===== src/design/cfa_pkg.sv =====
package cfa_pkg;

  localparam int FRAME_W  = 20;
  localparam int COUNT_W  = 15;
  localparam int POS_W    = 16;
  localparam int LANES    = 4;
  localparam int WORD_W   = 8;

  typedef enum logic [1:0] {
    FN_ALLOC   = 2'd0,
    FN_RELEASE = 2'd1,
    FN_BLOCK   = 2'd2,
    FN_INIT    = 2'd3
  } func_t;

  typedef enum logic [2:0] {
    RS_OK        = 3'd0,
    RS_NO_SPACE  = 3'd1,
    RS_RANGE     = 3'd2,
    RS_NOT_HEAD  = 3'd3,
    RS_OUTSIDE   = 3'd4
  } status_t;

  // per-frame map codes
  typedef enum logic [1:0] {
    FS_FREE    = 2'd0,
    FS_HEAD    = 2'd1,
    FS_BLOCKED = 2'd2,
    FS_ALLOC   = 2'd3
  } fstate_t;

  // what the lane unit does to one map word
  typedef enum logic [1:0] {
    OP_SCAN    = 2'd0,
    OP_MARK    = 2'd1,
    OP_RELEASE = 2'd2,
    OP_BLOCK   = 2'd3
  } op_t;

  typedef enum logic [2:0] {
    S_IDLE  = 3'd0,
    S_CHECK = 3'd1,
    S_SWEEP = 3'd2,
    S_CLEAR = 3'd3,
    S_DONE  = 3'd4
  } state_t;

  typedef struct packed {
    op_t                op;
    logic [POS_W-1:0]   pos;
    logic [COUNT_W-1:0] lo;
    logic [POS_W-1:0]   lim;
    logic [COUNT_W-1:0] cnt;
    logic [COUNT_W-1:0] run;
    logic [COUNT_W-1:0] start;
    logic               active;
    logic [COUNT_W-1:0] fc;
  } lane_ctl_t;

  typedef struct packed {
    logic [WORD_W-1:0]  data;
    logic               we;
    logic [COUNT_W-1:0] run;
    logic [COUNT_W-1:0] start;
    logic               found;
    logic               active;
    logic               stop;
    logic               not_head;
    logic [COUNT_W-1:0] fc;
  } lane_res_t;

endpackage


===== src/design/cfa_lane_unit.sv =====
module cfa_lane_unit (
  input  cfa_pkg::lane_ctl_t          ctl,
  input  logic [cfa_pkg::WORD_W-1:0]  rd_word,
  output cfa_pkg::lane_res_t          res
);
  import cfa_pkg::*;

  // one map word of four frames per call, lanes walked low to high
  always_comb begin : lanes
    logic [POS_W-1:0] f;
    logic [1:0]       st;
    res.data     = rd_word;
    res.we       = (ctl.op != OP_SCAN);
    res.run      = ctl.run;
    res.start    = ctl.start;
    res.found    = 1'b0;
    res.active   = ctl.active;
    res.stop     = 1'b0;
    res.not_head = 1'b0;
    res.fc       = ctl.fc;
    for (int l = 0; l < LANES; l++) begin
      f  = ctl.pos + POS_W'(l);
      st = res.data[2*l +: 2];
      case (ctl.op)
        OP_SCAN: begin
          if (!res.found && f < ctl.lim) begin
            if (st == FS_FREE) begin
              if (res.run == '0) begin
                res.start = f[COUNT_W-1:0];
              end
              res.run = res.run + COUNT_W'(1);
              if (res.run == ctl.cnt) begin
                res.found = 1'b1;
              end
            end else begin
              res.run = '0;
            end
          end
        end
        OP_MARK: begin
          if (f >= {1'b0, ctl.lo} && f < ctl.lim) begin
            st = (f == {1'b0, ctl.lo}) ? FS_HEAD : FS_ALLOC;
          end
        end
        OP_BLOCK: begin
          if (f >= {1'b0, ctl.lo} && f < ctl.lim) begin
            if (st == FS_FREE && res.fc != '0) begin
              res.fc = res.fc - COUNT_W'(1);
            end
            st = FS_BLOCKED;
          end
        end
        OP_RELEASE: begin
          if (!res.stop) begin
            if (f == {1'b0, ctl.lo}) begin
              if (st == FS_HEAD) begin
                st = FS_FREE;
                res.active = 1'b1;
                if ({1'b0, res.fc} < ctl.lim) begin
                  res.fc = res.fc + COUNT_W'(1);
                end
              end else begin
                res.not_head = 1'b1;
                res.stop     = 1'b1;
              end
            end else if (res.active) begin
              if (f < ctl.lim && st == FS_ALLOC) begin
                st = FS_FREE;
                if ({1'b0, res.fc} < ctl.lim) begin
                  res.fc = res.fc + COUNT_W'(1);
                end
              end else begin
                res.active = 1'b0;
                res.stop   = 1'b1;
              end
            end
          end
        end
        default: begin
          st = st;
        end
      endcase
      res.data[2*l +: 2] = st;
    end
  end

endmodule


===== config.mk =====
export PLATFORM = sky130hd
export DESIGN_NAME = cfa_lane_unit
export DESIGN_NICKNAME = d
export VERILOG_FILES = /design/src/design/cfa_pkg.sv /design/src/design/cfa_lane_unit.sv
export SDC_FILE = /design/constraint.sdc
export NUM_CORES = 1
export LEC_CHECK = 0
export BUFFER_PORTS_ARGS = -buffer_cell sky130_fd_sc_hd__buf_2
export CELL_PAD_IN_SITES_DETAIL_PLACEMENT = 2
export CELL_PAD_IN_SITES_GLOBAL_PLACEMENT = 2
export CORE_MARGIN = 2
export CORE_UTILIZATION = 31
export DETAILED_ROUTE_END_ITERATION = 8
export PLACE_DENSITY = 0.79
export SLEW_MARGIN = 5
export SYNTH_ARGS = -nofsm -noshare
export SYNTH_HDL_FRONTEND = slang
export SYNTH_SLANG_ARGS = --single-unit

===== constraint.sdc =====
create_clock -name vclk -period 10
set_input_delay 0 -clock vclk [all_inputs]
set_output_delay 0 -clock vclk [all_outputs]
set_load 0.01 [all_outputs]

==> flow_metrics.tcl, run 1 <==
set metrics [dict create \
    via_per_inst 6.69 \
    hold_buffers 0 \
    nFillCells 5647 \
    grt_pass1_vias 22800 \
    regArea_sq_um 0 \
    core_area_sq_um 47800 \
    grt_max_degree 52 \
    hold_class "primary input to primary output" \
    routed_wl_mm 105 \
    seq_cells 0 \
    wl_per_cell_um 31.6 \
    critPathLaunchType "primary input" \
    utilization 0.427 \
    slowest_stage "or4_4" \
    finalInstanceArea_sq_um 20400 \
    die_w_um 224 \
    die_area_sq_um 50400 \
    die_height_um 224 \
    maxSlewHeadroom 0.164 \
    synthAdderAreaFrac 0.161 \
    synth-simple-area-share 0.339 \
    placed_cells 3281 \
    ant_nets 0 \
    maxSlewViolCount 0 \
    worst_ir_drop_vdd_mv 0.0267 \
    start_util 0.315 \
    tightest_slew_ns 1.24 \
    synth_compound_area_frac 0.302 \
    io_buffers 176 \
    io_pins 176 \
    powerDensity_nw_per_um2 55.2 \
    routabilityCongestion 0.980 \
    dpl_cell_area_sq_um 19000 \
    status "finished with violations" \
    post-route-min-period_ns 10.57 \
    leakagePower_nw 8.53 \
    layout.nets 3030 \
    worstPathArrival_ns 10.57 \
    num-clock-buffers 0 \
    grt_overflow 0 \
    holdPathEnd "res[27]" \
    crit_family "compound AO/OA/AOI/OAI gates" \
    violations "setup timing" \
    drive_above_1_share 0.323 \
    num_rows 80 \
    grt_first_pass_wirelength_mm 144 \
    fin_cells 3334 \
    synth_top_family_by_area "simple AND/OR/NAND/NOR gates" \
    synth_xor_area_frac 0.0924 \
    yosysWarningCount 0 \
    grt_antenna_before_repair 5 \
    dpl.hpwl_mm 79.7 \
    rsz0062_at_grt "true" \
    hold_slack_ns 0.361 \
    areaGrowthSynthToFinish_pct 35.5 \
    fin_crit_sh 1.06 \
    path_class "primary input to primary output" \
    synthCells 2224 \
    finalHoldViolCount 0 \
    synthDistinctLibCells 128 \
    hp-start "ctl[24]" \
    grtUsageTotal 0.368 \
    dr.pass1.iters 6 \
    crit_path_max_fanout 4 \
    syn-cell-area_sq_um 15100 \
    synth_mux_area_frac 0.0347 \
    cp_num_buf_inv 12 \
    fmax_ghz 0.0947 \
    cpMostUsedCell "buf_4" \
    syn-num-nets 2536 \
    worstHoldPathCells 3 \
    worstSetupEndpointType "primary output" \
    synth_area_per_cell_sq_um 6.77 \
    ys_seq_area_frac 0 \
    num_vias 22300 \
    setup_viol 15 \
    cpPeakStageDelay_ns 0.50 \
    post-route-drc-count 0 \
    drt-initial-drc-count 2311 \
    maxCapViolCount 0 \
    worst_slack_ns -0.565 \
    cp.required_ns 10.00 \
]
cell usage in the layout, fill, tap and decap left out, drive strengths merged, types with 25 or more instances in the layout:
cell type    n
buf        606
nor2       204
ha         194
nand2      186
a21oi      140
o21ai      119
nand3      115
inv        107
xnor2      100
nor3        96
nand4       87
xor2        52
nor4        51
a31oi       39
a211oi      39
mux2i       38
o21a        33
and2        33
and3        33
a21o        32
or3         25
metal layers:
layer  wire [um]  up-vias  global-route usage
li1            -     9453                   -
met1       42000    11200               0.475
met2       47600     1214               0.619
met3        7760      459              0.0393
met4        7890        6               0.164
met5          34        -                   0
report_power, final:
group	internal, mW	leakage, nW	switching, mW
clock network	0.0000000193	0.0000203	0
logic	0.423	8.53	0.705
registers	0	0	0
total	0.423	8.53	0.705
cell type report:
cell class / instances / area (sq um) / area share
multi-input cells: 1998 / 15000 / 0.734
diodes: 3 / 7.51 / 0.000368
inverters: 110 / 429 / 0.0210
repair buffers: 608 / 4230 / 0.207
well taps: 615 / 769 / 0.0377
through the flow:
step	setup TNS [ns]	worst slack, ns	power [mW]
after floorplan	0	0.0314	0.546
after global placement	-5.37	-0.498	0.927
after detailed placement	-13.99	-1.12	0.986
after CTS	0	0.000225	1.01
after global routing	-10.57	-0.814	1.18
final	-6.63	-0.565	1.13
cells in the mapped netlist (9+ instances only):
master	instances	share of area
o31a_1	11	0.0064
o21a_1	33	0.016
or3_1	20	0.0083
o211ai_1	22	0.011
clkbuf_1	71	0.018
and4_1	15	0.0087
nand4_1	86	0.036
ha_1	194	0.16
o31ai_1	19	0.0095
or4_1	15	0.0075
xor2_1	51	0.030
nand3_1	114	0.038
clkbuf_8	14	0.013
a311oi_1	10	0.0058
nand2_1	184	0.046
mux2i_1	38	0.025
a21boi_0	10	0.0050
a22oi_1	9	0.0045
o2111ai_1	9	0.0052
and3_1	27	0.011
o21ai_0	105	0.035
a211o_1	9	0.0052
a31oi_1	37	0.015
nor2_1	200	0.050
buf_2	16	0.0053
o22ai_1	24	0.010
and2_1	31	0.013
xnor2_1	99	0.058
nor3_1	93	0.031
o21ai_1	14	0.0047
a31o_2	9	0.0052
or2_2	18	0.0075
a211oi_1	34	0.017
a21o_1	32	0.016
o221ai_1	11	0.0064
nor2b_1	22	0.0091
nand2b_1	14	0.0058
inv_1	101	0.025
mux2_2	10	0.0075
nor4_1	42	0.017
a21oi_1	139	0.046
worst min-delay path, stage by stage:
cell and delay, ns:
buf_2 0.10, a221o_1 0.14, buf_2 0.12
worst max path at each step:
stage / end / from / cells past startpoint / slack [ns]
floorplan: res[8] / ctl[74] / 56 / 0.03
global placement: res[8] / ctl[106] / 55 / -0.50
detailed placement: res[8] / ctl[105] / 56 / -1.12
CTS: res[13] / ctl[103] / 56 / 0.0002
global route: res[3] / ctl[78] / 57 / -0.81
finish: res[10] / ctl[93] / 57 / -0.57
kinds of logic after synthesis:
kind of cell	after synthesis
multiplexers	50
XOR/XNOR	154
buffers and inverters	226
AO/OA/AOI/OAI	647
AND/OR/NAND/NOR	953
adder cells (fa/ha/maj)	194
what timing repair did:
action | in CTS | in global routing
hold endpoints to repair | 0 | 0
endpoints found under the setup margin | 15 | 15
resized for setup | 68 | 154
setup buffers | 17 | 37
pin swaps | 32 | 100
Note: power is estimated with default switching activity, not from simulation.
==> run 2, diff against run 1 <==
- MAX_ROUTING_LAYER: not set -> met4
==> run 2 against run 1 <==
Non-clock buffer count is 21 higher. Design area is 1.7% higher. Die area stayed put. Count of clock-buffer cells in the layout stayed put. Core utilization is 0.74 points higher. Largest power group unchanged. Via count is 0.84% lower. Combinational power hardly changed. Fmax is 1.2% higher. Routed wire length is 1.1% lower. The flow still finishes with violations (setup timing). Highest routed layer is now met4.
==> flow_metrics.tcl, run 2 (same netlist as run 1, synthesis figures left out) <==
set metrics [dict create \
    status "finished with violations" \
    violations "setup timing" \
    finalHoldViolCount 0 \
    route.met3.wl_mm 7.74 \
    num_vias 22100 \
    cp_num_buf_inv 14 \
    die_w_um 224 \
    worst_slack_ns -0.440 \
    num-clock-buffers 0 \
    core_area_sq_um 47800 \
    layout.nets 3052 \
    grt_max_degree 47 \
    final_cell_mix "buf_4 (443), nor2_1 (187), nand2_1 (180)" \
    grt_pass1_vias 22900 \
    rsz0062_at_grt "true" \
    grt_antenna_before_repair 4 \
    hold_class "primary input to primary output" \
    fin_cells 3356 \
    tightest_slew_ns 1.11 \
    start_util 0.315 \
    worstSetupEndpointType "primary output" \
    crit_path_max_fanout 4 \
    slowest_stage "or4_1" \
    cpMostUsedCell "buf_4" \
    grt_overflow 0 \
    drt-met1-wl_mm 42.1 \
    cp_num_cells 55 \
    drt-initial-drc-count 2150 \
    worstPathArrival_ns 10.44 \
    nFillCells 5614 \
    cp.required_ns 10.00 \
    place_ws_ns -1.02 \
    wl_per_cell_um 31.0 \
    dpl_cell_area_sq_um 19200 \
    hold_buffers 0 \
    routed_wl_mm 104 \
    crit_family "compound AO/OA/AOI/OAI gates" \
    areaGrowthSynthToFinish_pct 37.8 \
    powerDensity_nw_per_um2 54.6 \
    dpl.hpwl_mm 80.5 \
    top_layer_used "met4" \
    fmax_ghz 0.0958 \
    critPathLaunchType "primary input" \
    worstSetupEndpoint "res[13]" \
    die_area_sq_um 50400 \
    grtUsageTotal 0.385 \
    io_pins 176 \
    maxSlewHeadroom 0.257 \
    maxCapViolCount 0 \
    multi_input_area_sq_um 15100 \
    path_class "primary input to primary output" \
    drive_above_1_share 0.336 \
    grt_first_pass_wirelength_mm 145 \
    maxSlewViolCount 0 \
    ant_nets 0 \
    die_height_um 224 \
    fin_crit_sh 1.04 \
    via_per_inst 6.59 \
    routabilityCongestion 1.04 \
    leakagePower_nw 8.69 \
    post-route-drc-count 0 \
    cp-startpoint "ctl[84]" \
    seq_cells 0 \
    routed-wl-met2_mm 47.3 \
    post-route-min-period_ns 10.44 \
    regArea_sq_um 0 \
    placed_cells 3311 \
    worst_ir_drop_vdd_mv 0.0274 \
    utilization 0.434 \
    finalInstanceArea_sq_um 20800 \
    num_rows 80 \
    mostFrequentLayoutCell "buf_4" \
    dr.pass1.iters 6 \
    io_buffers 176 \
    cpPeakStageDelay_ns 0.51 \
    setup_viol 15 \
]
[run 2: worst min path at each step]
stage | endpoint | startpoint | slack, ns | cells past startpoint
6_report | res[19] | ctl[16] | 0.35 | 4
5_1_grt | res[27] | ctl[24] | 0.37 | 3
4_1_cts | res[19] | ctl[16] | 0.36 | 4
3_5_place_dp | res[26] | ctl[23] | 0.35 | 3
3_3_place_gp | res[26] | ctl[23] | 0.34 | 3
2_1_floorplan | res[54] | rd_word[4] | 0.15 | 2
[run 2: cell type report]
class,instances,share of cell area
Multi-Input combinational cell,1999,0.729
Antenna cell,3,0.000362
Inverter,110,0.0204
Tap cell,615,0.0371
Timing Repair Buffer,629,0.213
[run 2: metal layers]
layer | up-vias | global-route usage
li1 | 9498 | -
met1 | 11100 | 0.480
met2 | 1173 | 0.623
met3 | 388 | 0.0477
met4 | 0 | 0.170
met5 | - | -
[run 2: per-stage QoR]
stage	hold slack, ns	TNS (ns)	power (mW)
detailed placement	0.351	-11.28	0.996
CTS	0.357	-0.216	1.02
finish	0.354	-5.08	1.13
global route	0.374	-9.46	1.19
floorplan	0.146	0	0.546
global placement	0.344	-3.95	0.939
[run 2: what timing repair did]
action	CTS	global route
buffers inserted	12	32
pin swaps	45	67
resized for setup	85	162
gates cloned	1	0
endpoints found under the hold margin	0	0
setup endpoints to repair	15	15
[run 2: power by group]
| group | internal, mW | total [mW] | switching, mW |
|---|---|---|---|
| clock | 0.0000000246 | 0.0000000246 | 0 |
| sequential | 0 | 0 | 0 |
| combinational | 0.433 | 1.13 | 0.700 |
==> run 3, diff against run 2 <==
--- a/config.mk
+++ b/config.mk
@@ -19 +19,2 @@
 export SYNTH_SLANG_ARGS = --single-unit
+export TNS_END_PERCENT = 100
==> constraint.sdc (replaced) <==
create_clock -name vclk -period 10
set_input_delay 0 -clock vclk [all_inputs]
set_output_delay 0 -clock vclk [all_outputs]
set_load 0.005 [all_outputs]
==> run 3 against run 2 <==
The flow still finishes with violations (setup timing). Design area decreased by 0.64%. Non-clock buffer count rose by 10. Die area unchanged. Via count down 0.68%. Critical endpoint is now res[5]. Combinational power is essentially flat. Critical path depth up 5. Global-route usage rose by 1.0 points. Count of clock-buffer cells in the layout did not move. Largest cell class unchanged. Core utilization decreased by 0.28 points. Critical path type unchanged. First-iteration DRC count shrank 19%.
==> flow_metrics.tcl, run 3 (same netlist as run 1, synthesis figures left out) <==
set metrics [dict create \
    worstSetupEndpointType "primary output" \
    grtUsageTotal 0.395 \
    nFillCells 5659 \
    finalPower_mw 1.12 \
    dpl.hpwl_mm 82.2 \
    p_sw_uw 694 \
    finalHoldViolCount 0 \
    grt_overflow 0 \
    drive_above_1_share 0.333 \
    critPathLaunchType "primary input" \
    utilization 0.431 \
    seq_cells 0 \
    tightest_slew_ns 1.32 \
    io_buffers 176 \
    finalInstanceArea_sq_um 20600 \
    num_vias 22000 \
    worstHoldPathCells 4 \
    fmax_ghz 0.0953 \
    worstPathArrival_ns 10.49 \
    maxSlewHeadroom 0.114 \
    routed_wl_mm 105 \
    hp-start "ctl[16]" \
    maxCapViolCount 0 \
    cp.required_ns 10.00 \
    status "finished with violations" \
    setup_viol 15 \
    die_height_um 224 \
    drt-initial-drc-count 1748 \
    path_class "primary input to primary output" \
    start_util 0.315 \
    hold_class "primary input to primary output" \
    areaGrowthSynthToFinish_pct 37.0 \
    pwr-share-seq 0 \
    fin_crit_sh 1.05 \
    slowest_stage "or4_4" \
    num_rows 80 \
    power_frac_comb 1.000 \
    worst_ir_drop_vdd_mv 0.0254 \
    maxSlewViolCount 0 \
    layout.nets 3061 \
    intPower_uw 428 \
    mostFrequentLayoutCell "buf_4" \
    dr.pass1.iters 5 \
    multi_input_area_sq_um 15000 \
    grt_first_pass_wirelength_mm 147 \
    die_w_um 224 \
    violations "setup timing" \
    post-route-drc-count 0 \
    regArea_sq_um 0 \
    io_pins 176 \
    wl_per_cell_um 31.1 \
    post-route-min-period_ns 10.49 \
    routabilityCongestion 0.982 \
    grt_max_degree 39 \
    via_per_inst 6.52 \
    crit_path_max_fanout 4 \
    num-clock-buffers 0 \
    grt_antenna_before_repair 3 \
    tns_ns -5.46 \
    hold_buffers 0 \
    final_cell_mix "buf_4 (456), nor2_1 (187), nand2_1 (178)" \
    switching_share 0.619 \
    rsz0062_at_grt "true" \
    grt_pass1_vias 22800 \
    cpPeakStageDelay_ns 0.47 \
    leakagePower_nw 8.68 \
    ant_nets 0 \
    powerDensity_nw_per_um2 54.4 \
    core_area_sq_um 47800 \
    holdPathEnd "res[19]" \
    worst_slack_ns -0.493 \
    die_area_sq_um 50400 \
    pwr-share-clk 0 \
    dpl_cell_area_sq_um 19100 \
]
run 3: cell type report:
cell class	instances	share of cell area
timing repair buffer	639	0.214
inverter	110	0.0205
antenna	4	0.000485
tap	615	0.0373
multi-input combinational	1998	0.727
run 3: power by group through the flow:
stage / sequential (mW) / combinational [mW] / clock, mW
2_1_floorplan: 0 / 0.536 / 0
3_3_place_gp: 0 / 0.943 / 0
3_5_place_dp: 0 / 0.992 / 0
4_1_cts: 0 / 1.03 / 0
5_1_grt: 0 / 1.18 / 0.0000000111
6_report: 0 / 1.12 / 0.0000000208
run 3: critical path: cells and delay by family:
family	cells	cell delay, ns
adder cells (fa/ha/maj)	4	1.00
AO/OA/AOI/OAI	28	4.93
XOR/XNOR	2	0.45
buffers and inverters	9	1.27
multiplexers	2	0.42
AND/OR/NAND/NOR	15	2.40
run 3: timing repair:
item / in CTS / in global routing
pin swaps: 50 / 94
setup endpoints to repair: 15 / 15
gates resized for setup: 94 / 119
buffers inserted: 46 / 25
run 3: metal layers:
layer	track usage	up-vias	part of all wire
met5	-	-	0
met4	0.175	0	0.063
met3	0.0338	365	0.060
met2	0.640	1047	0.46
met1	0.501	11000	0.42
li1	-	9526	-
run 3: how the worst max path moves through the flow:
stage / start / to / slack, ns / cells past startpoint
2_1_floorplan: ctl[92] / res[13] / 0.005 / 56
3_3_place_gp: ctl[74] / res[5] / -0.62 / 58
3_5_place_dp: ctl[76] / res[5] / -1.25 / 59
4_1_cts: ctl[93] / res[5] / 0.002 / 58
5_1_grt: ctl[78] / res[5] / -0.83 / 59
6_report: ctl[78] / res[5] / -0.49 / 60
run 3: per-stage QoR:
step                setup slack, ns  cells  hold WS [ns]
finish                       -0.493   3366         0.351
global placement             -0.616   3293         0.326
detailed placement            -1.25   3293         0.366
CTS                         0.00243   3339         0.369
floorplan                   0.00499   2224         0.113
global route                 -0.835   3365         0.394
